`config.mk`:
```
export PLATFORM = sky130hd
export DESIGN_NAME = lztsd_queue
export DESIGN_NICKNAME = d
export VERILOG_FILES = /design/src/rtl/lztsd_pkg.sv /design/src/rtl/lztsd_queue.sv
export SDC_FILE = /design/constraint.sdc
export NUM_CORES = 1
export LEC_CHECK = 0
export BUFFER_PORTS_ARGS = -buffer_cell sky130_fd_sc_hd__buf_2
export CORE_MARGIN = 3
export CORE_UTILIZATION = 50
export DETAILED_ROUTE_END_ITERATION = 10
export HOLD_SLACK_MARGIN = 0.08
export PLACE_DENSITY = 0.76
export SETUP_SLACK_MARGIN = 0.05
export SLEW_MARGIN = 20
export SYNTH_ARGS = -nofsm -noshare
export SYNTH_HDL_FRONTEND = slang
export SYNTH_SLANG_ARGS = --single-unit
```
`constraint.sdc`:
```
create_clock -name clk -period 3.5 [get_ports clk]
set_clock_uncertainty 0.15 [all_clocks]
set_input_delay 0.35 -clock clk [delete_from_list [all_inputs] [get_ports clk]]
set_output_delay 0.35 -clock clk [all_outputs]
set_load 0.01 [all_outputs]
```
`src/rtl/lztsd_pkg.sv`:
```
package lztsd_pkg;

  localparam int HIST_DEPTH  = 65536;
  localparam int HIST_AW     = $clog2(HIST_DEPTH);
  localparam int CNT_W       = HIST_AW + 1;
  localparam int LEN_W       = 32;
  localparam int DIST_W      = 16;
  localparam int QUEUE_DEPTH = 4;
  localparam int QPTR_W      = $clog2(QUEUE_DEPTH);
  localparam int QCNT_W      = QPTR_W + 1;

  localparam logic [7:0] BYTE_MAX   = 8'hFF;
  localparam logic [3:0] NIBBLE_MAX = 4'hF;

  localparam logic [2:0] ST_OK      = 3'd0;
  localparam logic [2:0] ST_REFUSED = 3'd1;
  localparam logic [2:0] ST_NO_PULL = 3'd2;
  localparam logic [2:0] ST_BAD_OFF = 3'd3;
  localparam logic [2:0] ST_OVF     = 3'd4;
  localparam logic [2:0] ST_TRUNC   = 3'd5;

  typedef struct packed {
    logic       cmd;
    logic [7:0] in_byte;
    logic       last_byte;
  } in_t;

  typedef struct packed {
    logic [7:0] out_byte;
    logic       out_valid;
    logic [2:0] status;
    logic       copy_pending;
    logic       seq_end;
  } out_t;

  typedef struct packed {
    logic               wr;
    logic               copy;
    logic [7:0]         lit_byte;
    logic [HIST_AW-1:0] rd_addr;
    logic [HIST_AW-1:0] wr_addr;
    logic [2:0]         status;
    logic               copy_pending;
    logic               seq_end;
  } op_t;

endpackage

```
`src/rtl/lztsd_queue.sv`:
```
module lztsd_queue
  import lztsd_pkg::*;
(
  input  logic clk,
  input  logic rst,
  input  logic push,
  input  op_t  push_op,
  output logic full,
  input  logic pop,
  output logic head_valid,
  output op_t  head_op
);

  op_t               slots [QUEUE_DEPTH];
  logic [QPTR_W-1:0] wr_ptr, rd_ptr;
  logic [QCNT_W-1:0] count;

  assign full       = (count == QCNT_W'(QUEUE_DEPTH));
  assign head_valid = (count != '0);
  assign head_op    = slots[rd_ptr];

  always_ff @(posedge clk) begin
    if (push) slots[wr_ptr] <= push_op;
  end

  always_ff @(posedge clk) begin
    if (rst) begin
      wr_ptr <= '0;
      rd_ptr <= '0;
      count  <= '0;
    end else begin
      if (push) wr_ptr <= wr_ptr + 1'b1;
      if (pop) rd_ptr <= rd_ptr + 1'b1;
      if (push && !pop) count <= count + 1'b1;
      else if (pop && !push) count <= count - 1'b1;
    end
  end

endmodule

```
======== Word-level counts from Yosys, hierarchy flattened ========
Memory sizes are Yosys's and may differ from the RTL's. A register that Yosys moved wholly into a read port is not among the register bits.
Cells that the tools add are included.
W data, S select, Z words.
word-level totals
  output and inout port bits .............. 49
  bits in writable memories ............... 188
  logic and storage cells ................. 21
  memories kept ........................... 1
  input bits .............................. 51
  bits in registers ....................... 7
cells by class
  multiplexer cells ....................... 6
  add/sub/neg operators ................... 4
  reductions and logical operators ........ 6
  equality and inequality tests ........... 1
memories
  name   words  bits a word  read ports  clocked after Yosys merged registers in  write ports  line               source
  slots  4      47           1           1                                        1            lztsd_queue.sv:14  op_t slots [QUEUE_DEPTH];
operator list
  operator               number
  $mux W3                2
  $add A2 B1 Y2 const B  2
  $mux W2                2
  $add A3 B1 Y3 const B  1
  $eq A3 B3 Y1 const B   1
  $reduce_bool A3 Y1     1
  $sub A3 B1 Y3 const B  1
  $logic_and A1 B1 Y1    2
  $logic_not A1 Y1       2
  $mux W1                2
  $reduce_bool A2 Y1     1

======== Longest topological paths before layout ========
Gate-level depths: netlist (run 1).
  depth in word-level cells ............... 4
  mapped depth ............................ 7

======== Least setup slack after synthesis (run 1) ========
Ideal clock, no wire load.
  path type ............................... register to register
  start point ............................. register wr_ptr[0]
  end point ............................... memory slots[2][0] (netlist bit), enable pin
  library setup time ...................... 0.409 ns
  path buffers ............................ 0
  data arrival time ....................... 1.667 ns
  data required time ...................... 2.941 ns
  cell stages (with the launch flop) ...... 4
  setup slack ............................. 1.273 ns
  path through ............................ dfxtp_1 > inv_1 > ha_1 > and2_1
RTL lines
  item                      line               source
  start: declaration        lztsd_queue.sv:15  logic [QPTR_W-1:0] wr_ptr, rd_ptr;
  start signal: assignment  lztsd_queue.sv:32  if (push) wr_ptr <= wr_ptr + 1'b1;
  end: declaration          lztsd_queue.sv:14
Straight into the memory's write port.

==> impl_metrics.yaml, run 1 <==
setup_path:
  end_kind: "output port"
  cp-start-kind: "flip-flop"
  cp.required_ns: 3.00
  r2r-start: "wr_ptr[0]$_SDFFE_PP0P_"
  crit_fanout: 28
  crit_type: "reg -> out"
  cp.arrival_ns: 2.09
  r2r_slack_ns: 1.39
logic_synthesis:
  syn-num-nets: 346
  avgSynthCellArea_sq_um: 25.04
  syn_area_sq_mm: 0.007237
  synth_top_area_share_pct: 78.01
  ys_warn_count: 0
  ys_seq_area_share_pct: 80.50
  ys_ff_latch: 197
  synthCells: 289
  yosys.area.top_type: "edfxtp_1"
  synth.distinct_cells: 21
  synthTopCellsByArea: "edfxtp_1, mux4_2, dfxtp_1, ha_1, buf_12"
cts:
  clk_latency_ns: 0.42
  cts_buffers: 17
  postCtsSetupRepairBufs: 0
  clk_pin_slew_ns: 0.06
  cts_root_buf: "clkbuf_16"
  htreeDepth: 4
  ctsHoldBuffers: 50
  cts_max_path_buffers: 2
  cts_resized: 0
  numClockSinks: 197
  cts_tree: "yes"
flow_run:
  drv_cap: 0
final_layout:
  finalInstanceArea_sq_mm: 0.009074
  drive_above_1_share_pct: 41.03
  final_common_cell: "edfxtp_1"
  area_growth_pct: 25.38
  n_antenna_cell: 0
  final_cell_mix: "edfxtp_1, buf_2, dlygate4sd3_1, mux4_2, clkbuf_16"
  nFillCells: 946
  final_nets: 513
floorplan:
  ios: 100
  initial_core_util_pct: 51.54
  die_area_sq_mm: 0.01595
  core_sq_mm: 0.01404
  die_h_um: 126.3
  die_width_um: 126.3
  placementRows: 43
power:
  ir_worst_vdd_mv: 0.3752
  p_per_area_mw_per_mm2: 581.9
  p_leak_nw: 3.137
place:
  hpwl_um: 7701
  place_congestion: 0.6769
  io_buffers: 99
  placed_area_sq_mm: 0.007961
detailed_routing:
  drc: 0
  first_iter_violations: 242
  route.final.wire_length_um: 12920
  antenna_left: 0
  drt-vias-per-instance: 5.363
  drtPass1Iterations: 5
  wl_per_cell_um: 19.94
  vias: 3475
global_routing:
  grt_pass1_vias: 3733
  grt_pass1_wl_um: 20670
  grt_max_degree: 30
  grt.overflow.total: 0
  antenna_found_initial: 0
  grt_usage_pct: 17.30
sta:
  rsz0062_at_grt: "no"
  finalHoldViolations: 0
  post-route-min-period_ns: 2.591
  maxSlewHeadroom_pct: 46.92
  setup_tns_ns: 0
  finalSetupViolCount: 0
  fin_crit_sh_pct: 74.02
  worst_pin_slew_ns: 0.7962
  slew_violations: 0
  fmax_ghz: 0.3860
outcome:
  status: "complete, no violations"
min_path:
  hp-class: "in -> reg"
  hp-start: "push"
cell families after synthesis:
group                      count (synthesis)  synth area share [%]
AOI/OAI and AO/OA                          2                0.1382
xor gates and xnor gates                   5                0.6052
adders and majority gates                  6                 1.141
buffers and inverters                     15                 1.677
DFF                                      197                 80.50
muxes                                     49                 14.90
and+or+nand+nor                           15                 1.037
area by class of cell:
type	instances	area, sq um	share of cell area (%)
Clock buffer	18	429.2	4.730
Clock inverter	13	182.7	2.013
Inverter	4	15.01	0.1655
Multi-Input combinational cell	77	1295	14.27
Sequential cell	197	5831	64.26
Tap cell	180	225.2	2.482
Timing Repair Buffer	159	1096	12.08
power breakdown:
part           internal (W)  total (W)  switching [W]
registers           0.00270    0.00276      0.0000582
clock network       0.00119    0.00199       0.000799
logic              0.000274   0.000527       0.000253
total               0.00417    0.00528        0.00111
flip-flops by register name (all words and copies together) (netlist names), named ones only:
name    cells
slots     188
rd_ptr      2
count       3
wr_ptr      2
cell usage after synthesis:
master,n
buf_6,1
edfxtp_1,188
nor2_1,7
xnor2_1,2
mux2i_1,2
a21oi_1,1
buf_12,3
clkbuf_1,2
nor3b_1,1
buf_4,1
nand2_1,1
or3_1,2
dfxtp_1,9
fa_1,1
mux4_2,47
inv_1,4
and2_1,4
o21ai_0,1
ha_1,5
xor2_1,3
buf_2,4
worst paths after layout:
path / endpoint / cells past startpoint
setup / recovery: head_op[29] / 3
hold / removal: wr_ptr[0]$_SDFFE_PP0P_ / 3
setup reg to reg: slots[2][43]$_DFFE_PP_ / 4
hold reg to reg: count[2]$_SDFFE_PP0P_ / 2
metal layers:
layer  global-route usage [%]  wire, um  share of wire (%)
met5                        0         0                  0
met4                    6.625       190                1.5
met3                    4.632       601                4.7
met2                    27.98      6633                 51
met1                    22.87      5495                 43
critical path: stages, from the launching register on:
cell     delay (ns)
dfxtp_4        0.62
buf_12         0.32
mux4_2         0.56
buf_2          0.16
per-stage QoR:
stage / utilization [%] / std cells / power, W / worst slack [ns] / hold WS (ns)
final: 64.62 / 648 / 0.005280 / 0.9095 / 0.1225
after CTS: 64.62 / 648 / 0.005330 / 0.8123 / 0.09803
after floorplan: - / 289 / 0.003101 / 1.273 / 0.2989
after global placement: 56.70 / 567 / 0.003285 / 1.295 / 0.3264
after detailed placement: 56.70 / 567 / 0.003306 / 1.287 / 0.3586
after global routing: 64.62 / 648 / 0.005489 / 0.7415 / 0.1606
Note: power is estimated with default switching activity, not from simulation.
==> run 2: changes to the inputs <==
Clock period 3.5 ns to 2.6 ns, I/O delays scaled along.
==> run 2 against run 1 <==
Compared with the run above: highest routed layer unchanged; via count down 1.4%; non-clock buffer count fell by 2; worst hold slack better by 0.23 ns; global-route usage down 0.26 points; sequential power increased by 33%; die area stayed put; largest cell class unchanged; critical endpoint is now head_op[22]; flip-flop and latch count is the same.
==> impl_metrics.yaml, run 2 (same netlist as run 1, synthesis figures left out) <==
outcome:
  status: "complete, no violations"
global_routing:
  grt_usage_pct: 17.04
  antenna_found_initial: 0
  grt_max_degree: 48
  grt.overflow.total: 0
  grt_pass1_wl_um: 20380
  grt_pass1_vias: 3833
place:
  place_ws_ns: 0.7267
  io_buffers: 99
  hpwl_um: 6895
  place_congestion: 0.6441
  placed_area_sq_mm: 0.007984
sta:
  worst_pin_slew_ns: 0.5169
  slew_violations: 0
  fin_crit_sh_pct: 88.31
  fmax_ghz: 0.4355
  setup_tns_ns: 0
  finalHoldViolations: 0
  setup_ws_ns: 0.3038
  maxSlewHeadroom_pct: 65.54
  post-route-min-period_ns: 2.296
  rsz0062_at_grt: "no"
  finalSetupViolCount: 0
cts:
  clk_pin_slew_ns: 0.06
  cts_max_path_buffers: 2
  cts_resized: 0
  cts_root_buf: "clkbuf_16"
  postCtsSetupRepairBufs: 0
  cts_buffers: 17
  cts_tree: "yes"
  numClockSinks: 197
  htreeDepth: 4
  clk_latency_ns: 0.42
  ctsHoldBuffers: 50
setup_path:
  r2r-start: "wr_ptr[0]$_SDFFE_PP0P_"
  reg2regPathDepth: 3
  r2r_slack_ns: 0.80
  crit_type: "reg -> out"
  r2r-end: "slots[3][18]$_DFFE_PP_"
  cpLargestDelayFamily: "multiplexers"
  cp-start-kind: "flip-flop"
  worst_path_largest_cell_delay_ns: 0.59
  end_kind: "output port"
  crit_fanout: 47
  cp.arrival_ns: 1.89
  crit_buf_inv: 2
  cp.required_ns: 2.19
  path_cells: "buf_12, mux4_2, buf_2"
  slowest_stage: "mux4_2"
final_layout:
  regArea_sq_mm: 0.005831
  n_antenna_cell: 0
  final_common_cell: "edfxtp_1"
  multi_input_area_sq_mm: 0.001295
  fin_util_pct: 64.96
  final_cell_mix: "edfxtp_1, buf_2, dlygate4sd3_1, mux4_2, clkbuf_16"
  drive_above_1_share_pct: 40.26
  largest_reg_flops: 188
  area_growth_pct: 26.05
  top_register: "slots"
  nFillCells: 905
  top_regs: "slots (188), count (3)"
  finalInstanceArea_sq_mm: 0.009123
  final_nets: 511
power:
  p_per_area_mw_per_mm2: 790.7
  ir_worst_vdd_mv: 0.5591
  p_leak_nw: 3.152
  finalPower_w: 0.007213
detailed_routing:
  first_iter_violations: 222
  drt-vias-per-instance: 5.294
  drc: 0
  wl_per_cell_um: 19.64
  antenna_left: 0
  drtPass1Iterations: 4
  route.final.wire_length_um: 12710
  vias: 3425
flow_run:
  drv_cap: 0
min_path:
  hold_path_depth: 2
  min_to: "count[2]$_SDFFE_PP0P_"
  hp-start: "count[2]$_SDFFE_PP0P_"
  hp-class: "reg -> reg"
floorplan:
  core_sq_mm: 0.01404
  die_area_sq_mm: 0.01595
  initial_core_util_pct: 51.54
  placementRows: 43
  ios: 100
  die_h_um: 126.3
  die_width_um: 126.3
[run 2: worst max path at each step]
stage	from	cells after the start	endpoint
2_1_floorplan	wr_ptr[0]$_SDFFE_PP0P_	3	slots[2][0]$_DFFE_PP_
3_3_place_gp	flip-flop	3	head_op[23]
3_5_place_dp	push	7	count[2]$_SDFFE_PP0P_
4_1_cts	flip-flop	3	head_op[22]
5_1_grt	flip-flop	3	head_op[22]
6_report	flip-flop	3	head_op[22]
[run 2: cell type report]
cell class | count | share of cell area [%]
multi-input cells | 77 | 14.20
clock buffers | 20 | 4.787
flip-flops and latches | 197 | 63.91
repair buffers | 157 | 12.26
inverters | 4 | 0.1646
well taps | 180 | 2.469
clock inverters | 12 | 2.208
[run 2: stage by stage]
stage / hold slack (ns) / instances
CTS: 0.3499 / 647
detailed placement: 0.3290 / 565
global placement: 0.3193 / 565
global route: 0.4188 / 647
floorplan: 0.2089 / 289
finish: 0.3506 / 647
[run 2: per-layer routing]
layer	GRT usage [%]	part of all wire [%]
met1	21.53	42
met2	28.51	51
met3	5.137	5.3
met4	5.804	1.3
met5	0	0
[run 2: power breakdown]
part | leakage, nW | internal, W | switching, W
logic | 1.04 | 0.000371 | 0.000373
registers | 1.80 | 0.00364 | 0.0000435
clock network | 0.306 | 0.00171 | 0.00108
total | 3.15 | 0.00572 | 0.00149
[run 2: tightest hold or removal path, stage by stage, from the launching register on]
cell and delay, ns:
dfxtp_1 0.32, o21ai_0 0.07, a21oi_1 0.06
