`src/rtl/lztsd_pkg.sv`:
```
package lztsd_pkg;

  localparam int HIST_DEPTH  = 65536;
  localparam int HIST_AW     = $clog2(HIST_DEPTH);
  localparam int CNT_W       = HIST_AW + 1;
  localparam int LEN_W       = 32;
  localparam int DIST_W      = 16;
  localparam int QUEUE_DEPTH = 4;
  localparam int QPTR_W      = $clog2(QUEUE_DEPTH);
  localparam int QCNT_W      = QPTR_W + 1;

  localparam logic [7:0] BYTE_MAX   = 8'hFF;
  localparam logic [3:0] NIBBLE_MAX = 4'hF;

  localparam logic [2:0] ST_OK      = 3'd0;
  localparam logic [2:0] ST_REFUSED = 3'd1;
  localparam logic [2:0] ST_NO_PULL = 3'd2;
  localparam logic [2:0] ST_BAD_OFF = 3'd3;
  localparam logic [2:0] ST_OVF     = 3'd4;
  localparam logic [2:0] ST_TRUNC   = 3'd5;

  typedef struct packed {
    logic       cmd;
    logic [7:0] in_byte;
    logic       last_byte;
  } in_t;

  typedef struct packed {
    logic [7:0] out_byte;
    logic       out_valid;
    logic [2:0] status;
    logic       copy_pending;
    logic       seq_end;
  } out_t;

  typedef struct packed {
    logic               wr;
    logic               copy;
    logic [7:0]         lit_byte;
    logic [HIST_AW-1:0] rd_addr;
    logic [HIST_AW-1:0] wr_addr;
    logic [2:0]         status;
    logic               copy_pending;
    logic               seq_end;
  } op_t;

endpackage

```
`src/rtl/lztsd_front.sv`:
```
module lztsd_front
  import lztsd_pkg::*;
(
  input  logic clk,
  input  logic rst,
  input  logic accept,
  input  in_t  item,
  output op_t  op
);

  localparam logic [2:0] PH_TOKEN     = 3'd0;
  localparam logic [2:0] PH_LIT_EXT   = 3'd1;
  localparam logic [2:0] PH_OFF_LO    = 3'd2;
  localparam logic [2:0] PH_OFF_HI    = 3'd3;
  localparam logic [2:0] PH_MATCH_EXT = 3'd4;
  localparam logic [2:0] PH_LITERALS  = 3'd5;
  localparam logic [2:0] PH_COPY      = 3'd6;

  logic [2:0]         phase, phase_next;
  logic [LEN_W-1:0]   lit_rem, lit_next;
  logic [LEN_W-1:0]   match_rem, match_next;
  logic [DIST_W-1:0]  back_dist, back_dist_next;
  logic [HIST_AW-1:0] wp, wp_next, wp_inc;
  logic [CNT_W-1:0]   prod, prod_next, prod_inc;
  logic [LEN_W:0]     lit_sum, match_sum;
  logic               do_header, do_start, ovf;

  assign wp_inc    = wp + 1'b1;
  assign prod_inc  = (prod == CNT_W'(HIST_DEPTH)) ? prod : prod + 1'b1;
  assign lit_sum   = {1'b0, lit_rem} + (LEN_W+1)'(item.in_byte);
  assign match_sum = {1'b0, match_rem} + (LEN_W+1)'(item.in_byte);

  always_comb begin
    phase_next     = phase;
    lit_next       = lit_rem;
    match_next     = match_rem;
    back_dist_next = back_dist;
    wp_next        = wp;
    prod_next      = prod;
    op             = '0;
    op.wr_addr     = wp;
    do_header      = 1'b0;
    do_start       = 1'b0;
    ovf            = 1'b0;
    if (item.cmd) begin
      if (phase == PH_COPY && match_rem != '0) begin
        op.copy    = 1'b1;
        op.wr      = 1'b1;
        op.rd_addr = wp - HIST_AW'(back_dist);
        wp_next    = wp_inc;
        prod_next  = prod_inc;
        match_next = match_rem - 1'b1;
        if (match_next == '0) begin
          op.seq_end = 1'b1;
          phase_next = PH_TOKEN;
        end
      end else begin
        op.status = ST_NO_PULL;
      end
    end else if (phase == PH_COPY) begin
      op.status = ST_REFUSED;
    end else begin
      unique case (phase)
        PH_LIT_EXT: begin
          if (lit_sum[LEN_W]) begin
            lit_next = '1;
            ovf      = 1'b1;
          end else begin
            lit_next = lit_sum[LEN_W-1:0];
          end
          if (item.in_byte != BYTE_MAX) phase_next = PH_OFF_LO;
        end
        PH_OFF_LO: begin
          back_dist_next = DIST_W'(item.in_byte);
          phase_next     = PH_OFF_HI;
        end
        PH_OFF_HI: begin
          back_dist_next = {item.in_byte, back_dist[7:0]};
          if (match_rem == LEN_W'(NIBBLE_MAX)) phase_next = PH_MATCH_EXT;
          else do_header = 1'b1;
        end
        PH_MATCH_EXT: begin
          if (match_sum[LEN_W]) begin
            match_next = '1;
            ovf        = 1'b1;
          end else begin
            match_next = match_sum[LEN_W-1:0];
          end
          if (item.in_byte != BYTE_MAX) do_header = 1'b1;
        end
        PH_LITERALS: begin
          op.wr       = 1'b1;
          op.lit_byte = item.in_byte;
          wp_next     = wp_inc;
          prod_next   = prod_inc;
          if (lit_rem != '0) lit_next = lit_rem - 1'b1;
          if (lit_next == '0) do_start = 1'b1;
        end
        default: begin
          lit_next       = LEN_W'(item.in_byte[7:4]);
          match_next     = LEN_W'(item.in_byte[3:0]);
          back_dist_next = '0;
          phase_next = (item.in_byte[7:4] == NIBBLE_MAX) ? PH_LIT_EXT : PH_OFF_LO;
        end
      endcase
      if (do_header) begin
        if (lit_next != '0) phase_next = PH_LITERALS;
        else do_start = 1'b1;
      end
      if (do_start) begin
        if (match_next == '0) begin
          op.seq_end = 1'b1;
          phase_next = PH_TOKEN;
        end else if (back_dist_next == '0 ||
                     {1'b0, back_dist_next} > (DIST_W+1)'(prod_next)) begin
          op.status  = ST_BAD_OFF;
          op.seq_end = 1'b1;
          match_next = '0;
          phase_next = PH_TOKEN;
        end else begin
          phase_next = PH_COPY;
        end
      end
      if (ovf) op.status = ST_OVF;
      if (item.last_byte && phase_next != PH_TOKEN && phase_next != PH_COPY) begin
        op.status  = ST_TRUNC;
        phase_next = PH_TOKEN;
        lit_next   = '0;
        match_next = '0;
      end
    end
    op.copy_pending = (phase_next == PH_COPY) && (match_next != '0);
  end

  always_ff @(posedge clk) begin
    if (rst) begin
      phase     <= PH_TOKEN;
      lit_rem   <= '0;
      match_rem <= '0;
      back_dist <= '0;
      wp        <= '0;
      prod      <= '0;
    end else if (accept) begin
      phase     <= phase_next;
      lit_rem   <= lit_next;
      match_rem <= match_next;
      back_dist <= back_dist_next;
      wp        <= wp_next;
      prod      <= prod_next;
    end
  end

endmodule

```
`config.mk`:
```
export PLATFORM = sky130hd
export DESIGN_NAME = lztsd_front
export DESIGN_NICKNAME = d
export VERILOG_FILES = /design/src/rtl/lztsd_pkg.sv /design/src/rtl/lztsd_front.sv
export SDC_FILE = /design/constraint.sdc
export NUM_CORES = 1
export LEC_CHECK = 0
export BUFFER_PORTS_ARGS = -buffer_cell sky130_fd_sc_hd__buf_2
export CAP_MARGIN = 5
export CELL_PAD_IN_SITES_DETAIL_PLACEMENT = 0
export CELL_PAD_IN_SITES_GLOBAL_PLACEMENT = 2
export CORE_UTILIZATION = 33
export CTS_CLUSTER_DIAMETER = 150
export DETAILED_ROUTE_END_ITERATION = 10
export HOLD_SLACK_MARGIN = 0.03
export MAX_ROUTING_LAYER = met4
export PLACE_DENSITY_LB_ADDON = 0.05
export SLEW_MARGIN = 30
export SYNTH_ARGS = -nofsm -noshare
export SYNTH_HDL_FRONTEND = slang
export SYNTH_SLANG_ARGS = --single-unit
export TNS_END_PERCENT = 1
```
`constraint.sdc`:
```
create_clock -name clk -period 5.34 [get_ports clk]
set_input_delay 1.068 -clock clk [delete_from_list [all_inputs] [get_ports clk]]
set_output_delay 1.068 -clock clk [all_outputs]
set_load 0.02 [all_outputs]
```
After elaboration in Yosys (flattened, before gate mapping)
Index checks and enable logic that the tools add are counted.

Word-level logic and storage cells: 143. Output and inout port bits: 47. Flip-flop bits (word level): 116. Input port bits: 13.

Bitwise logic cells: 2. Reduce and logical (&&, ||, !) cells: 22. Add/subtract/negate cells: 7. $lt $le $gt $ge: 1. Equal/unequal tests: 14. Muxes and demuxes: 91.

Operator list (number): 32-bit 2-to-1 mux (18); 16-bit 2-to-1 mux (8); 32-bit nonzero test (4); 17-bit 2-to-1 mux (7); 32-bit logical NOT (3); 32-bit one-hot mux with 3 select lines (1); 32-bit by 8-bit adder with 33-bit output (2); 32-bit one-hot mux with 2 select lines (1); 32-bit by 1-bit subtractor with 32-bit output (second input constant) (2); 3-bit 2-to-1 mux (18); 16-bit one-hot mux with 3 select lines (1); 32-bit by 4-bit == test with 1-bit output (second input constant) (1); 1-bit 2-to-1 mux (25); 8-bit 2-to-1 mux (3); 17-bit by 1-bit adder with 17-bit output (second input constant) (1); 17-bit == test (second input constant) (1); 16-bit by 17-bit > comparator with 1-bit output (1); 16-bit by 1-bit adder with 16-bit output (second input constant) (1); 16-bit logical NOT (1); 16-bit subtractor (1); 3-bit == test (second input constant) (4); 2-bit 2-to-1 mux (6); 3-bit one-hot mux with 4 select lines (1); 8-bit inequality test (second input constant) (1); other kinds (17) (25).

Depth between registers and ports, before layout
Gate-level depths: netlist of run 1.

Depth in word-level cells: 24. Gate-level depth with buffers: 23. Gate-level depth less buffers: 21.

Worst setup path after synthesis of run 1
OpenSTA, ideal clock, no wires.

Path type: input -> output. From: input item[1] (netlist name). To: output op[1] (netlist name). Stages on the path: 15. Data required time: 4272 ps. Slack: -632 ps. Buffers on the path: 0. Data arrival time: 4904 ps. Cells stage by stage: ha_1 fa_1 a21o_1 a221o_1 a21oi_2 a21oi_1 or4_1 nor4b_1 nand4_1 nor4_1 or2_1 mux2_2 o21ai_0 a41o_1 a211oi_1.

RTL lines: start, declared (line lztsd_front.sv:7) `input in_t item,`; end, declared (line lztsd_front.sv:8) `output op_t op`.

==> results of run 1 <==
[what timing repair did]
action	4_1_cts	5_1_grt
resized for setup	16	13
endpoints found under the setup margin	6	17
setup buffers	0	0
pin swaps	2	6
hold buffers	0	0
[area by class of cell]
cell class	instances	area share (%)
Clock buffer	19	2.63
Sequential cell	116	13.5
Antenna cell	2	0.0291
Inverter	75	1.64
Clock inverter	13	0.858
Multi-Input combinational cell	1538	56.7
Timing Repair Buffer	485	21.0
Tap cell	511	3.71
[layout by cell type (no fill, tap or decap), drive strengths merged, types with 59 or more instances in the layout]
cell type,Yosys,final
nand2,178,178
nand3,78,78
nor2,240,240
xnor2,59,59
dfxtp,116,116
a211oi,59,59
a21oi,138,138
buf,38,485
o21ai,94,94
inv,73,77
nor3,87,87
[metal layers]
layer	track usage, %	vias to the layer above
li1	-	7641
met2	52.6	727
met1	42.2	7711
met4	17.6	0
met5	-	-
met3	5.15	164
[path summary, 6_finish.rpt]
kind	slack, ns	endpoint	cells past startpoint
worst min-delay path	0.52	back_dist[14]	2
worst max-delay path	-0.79	op[1]	20
worst max register to register	0.38	match_rem[20]	20
worst min register to register	0.52	back_dist[14]	2
[metrics by stage]
stage	setup TNS (ns)	area (um2)
global placement	-16.30	16500
CTS	-2.88	17100
global route	-3.67	17200
detailed placement	-13.38	16500
floorplan	-0.215	12900
finish	-2.87	17200
[worst reg2reg max path: stages, from the launching register on]
cell       delay [ns]
dfxtp_1          0.39
inv_1            0.10
ha_1             0.21
nor3b_2          0.20
and3_1           0.22
buf_4            0.17
a211oi_4         0.39
xor2_1           0.19
a2111oi_0        0.43
nand4_1          0.28
a2111oi_0        0.47
a41oi_1          0.13
buf_4            0.20
buf_4            0.13
and2_1           0.17
buf_6            0.20
nor3_4           0.18
buf_4            0.18
nand3_1          0.22
buf_4            0.27
o22ai_1          0.14
[power breakdown]
group	leakage [nW]	internal [mW]	switching, mW
Sequential	0.943	0.887	0.0293
Combinational	5.97	0.374	0.530
Clock	0.283	0.715	0.518
Total	7.19	1.98	1.08
[cells by family (layout without fill, tap and decap cells)]
kind of cell | after synthesis | count (layout) | synth area share [%]
adder cells (fa/ha/maj) | 57 | 57 | 5.74
flip-flops | 116 | 116 | 18.1
XOR/XNOR | 100 | 100 | 6.84
AND/OR/NAND/NOR | 837 | 837 | 32.9
multiplexers | 12 | 12 | 0.967
AO/OA/AOI/OAI | 532 | 532 | 28.3
other | 0 | 2 | 0
buffers and inverters | 228 | 592 | 7.11
[registers in the layout (all words and copies together) (netlist names)]
name	flops
phase	3
back_dist	16
wp	16
match_rem	32
lit_rem	32
prod	17
==> metrics, run 1 <==
die width=199 um; RSZ-0062 raised after global routing=yes; GPL Wtd Cong=0.998; Sequential Area=2320 um2; Vias=16.2k; dpl cells=2724; post-synth net total=1952; Initial Util=33.8%; Final Setup Violations=5; yosys warns=0; metal1 wirelength=27700 um; H-tree depth=4; Worst VDD drop=253 uV; Rel. slew slack=34.8%; Synth Instances=1882; Hold Path Class=reg -> reg; Reg-to-Reg Start=lit_rem[0]; core area=37900 um2; FMAX=163 MHz; Worst Min Path Start=back_dist[14]; fill cell count=4004; initial antenna violation count=3; proportion of layout cells with a drive suffix above 1=26.7%; Buf+Inv Stages, Crit Path=5; register area share after synthesis=18.1%; DR iter-0 viols=1433; Final Hold Vio Count=0; post-synthesis cell area=12800 um2; metal2 WL=28900 um; CP endpoint kind=primary output; number of core rows=71; Largest delay share family, worst path=compound AO/OA/AOI/OAI gates; CTS tree=built; top_reg_cell synth=dfxtp_1; largest net degree at the start of global routing=74; CP Cell Sequence=buf_2, buf_4, ha_4, fa_2, a21o_1, a221o_1, buf_4, a21oi_4, a21oi_1, or4_1, nor4b_2, nand4_1, nor4_2, buf_4, or2_1, mux2_4, o21ai_1, a41o_1, a211oi_4, buf_6; failing checks=setup timing; Power, Total=3.05 mW; final core utilization=45.4%; most common cell in the netlist=nor2_1; fin nets=2303; critical path required time=4.27 ns; area leader, netlist=dfxtp_1; final worst path period share=115%; critical path class=in -> out; top cell type's share of synthesized area=18.1%; worst-margin pin slew=0.977 ns; Post-Layout Cell Count=2759; global-route wire length before repair=96200 um; number of synthesized flops with an enable pin=0; Pleak=7.19 nW; GRT Resource Usage Total=33.8%; vias per cell=5.89; vias in the first global route=15.5k; Post-Syn Area per Cell=6.81 um2; max layer used=met4; DRT antenna net count=0; critical-path maximum fanout=3; Pwr per Cell Area=177 nW/um2; Worst Setup Start Kind=primary input; CP arrival=5.06 ns; Slowest-stage cell, CP=or4_1; clk slew on worst S/H paths=0.06 ns; synth unique cells=96; CP peak stage delay=0.42 ns; clock root cell=clkbuf_16; post-route setup slack=-0.790 ns; input/output buffers=59; CTS Buf Count=17; worst skew pair latency=0.49 ns; DR pass1 iterations=6; worst-case clock buffer depth=2; post-synthesis async set-or-reset flop share=0%; die area=39600 um2; synthesized flop and latch total=116; top post-synthesis cells by area=dfxtp_1 18%, nor2_1 7.0%, a21oi_1 5.4%; Die Height=199 um; Multi-input gate area=9760 um2; wire length per cell=23.2 um; Max Clock Skew=0.0125 ns; # IOs=60; synthesis-to-layout area growth=34.3%; routed wl met3=4240 um; final WL=64100 um; Slew Viols, Final=0; drc violations=0; status=finished with violations; cell mode on critical path=buf_4; # Max-Cap Violations=0; dpl hpwl=49900 um; Post-synth top cells=240 x nor2_1, 178 x nand2_1, 137 x a21oi_1; clock sinks=116; hold slack=0.523 ns; Setup crit start=item[1]; DP Worst Slack=-0.923 ns; total gr overflow=0; crit path time final=6.13 ns
(Power assumes the default switching activity.)
==> run 2: changes to the inputs <==
Settings changed: BUFFER_PORTS_ARGS -buffer_cell sky130_fd_sc_hd__buf_2 to not set, CORE_UTILIZATION 33 to 40, DONT_BUFFER_PORTS set to 1.
Clock period 5.34 ns to 7.6 ns, I/O delays scaled along.
==> metrics, run 2 (same netlist as run 1, synthesis figures left out) <==
Vias=14.9k (-8.4%); most frequent cells in the layout=237 x nor2_1, 176 x nand2_1, 137 x a21oi_1; Worst Setup Start Kind=flop; clock root cell=clkbuf_16; core area=31600 um2 (-17%); CP arrival=5.84 ns (+0.78 ns); crit path time final=7.36 ns; final core utilization=44.2% (-1.2 points); worst skew pair latency=0.46 ns (-0.03 ns); DR pass1 iterations=6 (unchanged); largest net degree at the start of global routing=115 (+55%); Final Setup Violations=0 (-5); clk slew on worst S/H paths=0.07 ns (about the same); GRT Resource Usage Total=37.4% (+3.6 points); number of diodes=0 (-2); Final Hold Vio Count=0 (unchanged); total gr overflow=0 (unchanged); post-CTS setup buffer count=0 (unchanged); fill cell count=3394 (-15%); Max Clock Skew=0.0108 ns (-0.00164 ns); critical path class=reg -> out; proportion of layout cells with a drive suffix above 1=9.25% (-17 points); FMAX=136 MHz; RSZ-0062 raised after global routing=no; Rel. slew slack=32.0% (-2.8 points); fin nets=1894 (-18%); setup tns final=0 ns (+2.87 ns); dpl hpwl=44400 um (-11%); worst-margin pin slew=1.02 ns (+0.0418 ns); synthesis-to-layout area growth=8.76%; die area=32800 um2 (-17%); # Max-Cap Violations=0 (unchanged); Hold Path Class=reg -> reg; Die Height=181 um (-9.1%); Worst VDD drop=174 uV (-31%); Multi-input gate area=9620 um2 (-1.4%); global-route wire length before repair=89800 um (-6.6%); final worst path period share=96.8%; DR iter-0 viols=1591 (+11%); CP endpoint kind=primary output; CTS tree=built; number of core rows=65 (-8.5%); input/output buffers=0 (-100%); Pwr per Cell Area=147 nW/um2 (-17%); clock sinks=116 (unchanged); Slew Viols, Final=0 (unchanged); H-tree depth=4 (unchanged); Initial Util=40.6% (+6.8 points); status=complete, no violations; initial antenna violation count=0 (-3); GPL Wtd Cong=1.00 (+0.66%); CTS Buf Count=17 (unchanged); drc violations=0 (unchanged); DRT antenna net count=0 (unchanged); final WL=60000 um (-6.3%); critical path required time=6.08 ns (+1.81 ns); wire length per cell=26.8 um (+15%); most common cell after layout, fill and taps aside=nor2_1; Sequential Area=2320 um2 (unchanged); Largest regs=lit_rem x32, match_rem x32, prod x17; die width=181 um (-9.1%); vias in the first global route=13.9k (-10%); vias per cell=6.64 (+13%); Pleak=5.14 nW (-28%); # IOs=60 (unchanged); worst-case clock buffer depth=2 (unchanged); critical-path maximum fanout=10 (+7)
run 2: changes by cell type in the layout (fill, tap and decap cells not counted), sizes merged:
cell | previous run | this run
inv | 77 | 75
bufinv | 2 | 4
diode | 2 | 0
buf | 485 | 76
clkbuf | 19 | 18
clkinv | 5 | 6
run 2: repair_timing:
item	CTS	global route
endpoints found under the hold margin	0	0
endpoints found under the setup margin	0	1
hold buffers	0	0
gates resized for setup	0	1
run 2: routing by layer:
metal / part of all wire (%) / global-route usage [%] / up-vias
li1: - / - / 6837
met3: 8.4 / 7.76 / 157
met2: 46 / 58.5 / 755
met1: 41 / 45.2 / 7129
met4: 5.0 / 19.2 / 0
met5: 0 / - / -
run 2: through the flow:
stage          setup WS, ns  cell area (um2)  hold slack (ns)  cells  power [mW]
5_1_grt               0.111            13900            0.565   2239        2.11
2_1_floorplan         0.724            12800            0.490   1882       0.981
3_5_place_dp          0.353            13300            0.520   2207        1.12
6_report              0.241            13900            0.524   2239        2.05
3_3_place_gp          0.347            13300            0.512   2207        1.12
4_1_cts               0.206            13900            0.527   2239        2.04
run 2: worst paths after layout:
kind	start	end	slack, ns	cells past startpoint
min reg2reg	back_dist[3]	back_dist[3]	0.52	2
max reg2reg	lit_rem[12]	match_rem[20]	1.42	14
min	back_dist[3]	back_dist[3]	0.52	2
max	lit_rem[12]	op[1]	0.24	15
run 2: area by class of cell:
type | count | share of cell area, %
inverter | 75 | 2.02
sequential | 116 | 16.7
timing repair buffer | 76 | 4.09
clock buffer | 18 | 3.15
tap | 402 | 3.61
clock inverter | 14 | 1.45
multi-input combinational | 1538 | 69.0
run 2: power by group:
group / leakage (nW) / internal (mW) / switching, mW
Combinational: 3.90 / 0.161 / 0.300
Clock: 0.301 / 0.561 / 0.369
Sequential: 0.943 / 0.623 / 0.0352
Total: 5.14 / 1.35 / 0.704
run 2: critical path: stages, from the launching register on:
cell and delay (ns):
dfxtp_1 0.32, nor4_2 0.67, nand2_1 0.47, nor3_1 0.58, nor3_1 0.13, xnor2_1 0.39
and3_1 0.27, nand4_1 0.19, a2111oi_0 0.90, a41oi_1 0.25, mux2_2 0.34, o21ai_0 0.10
a41o_1 0.26, a211oi_1 0.19, buf_4 0.17, buf_4 0.13
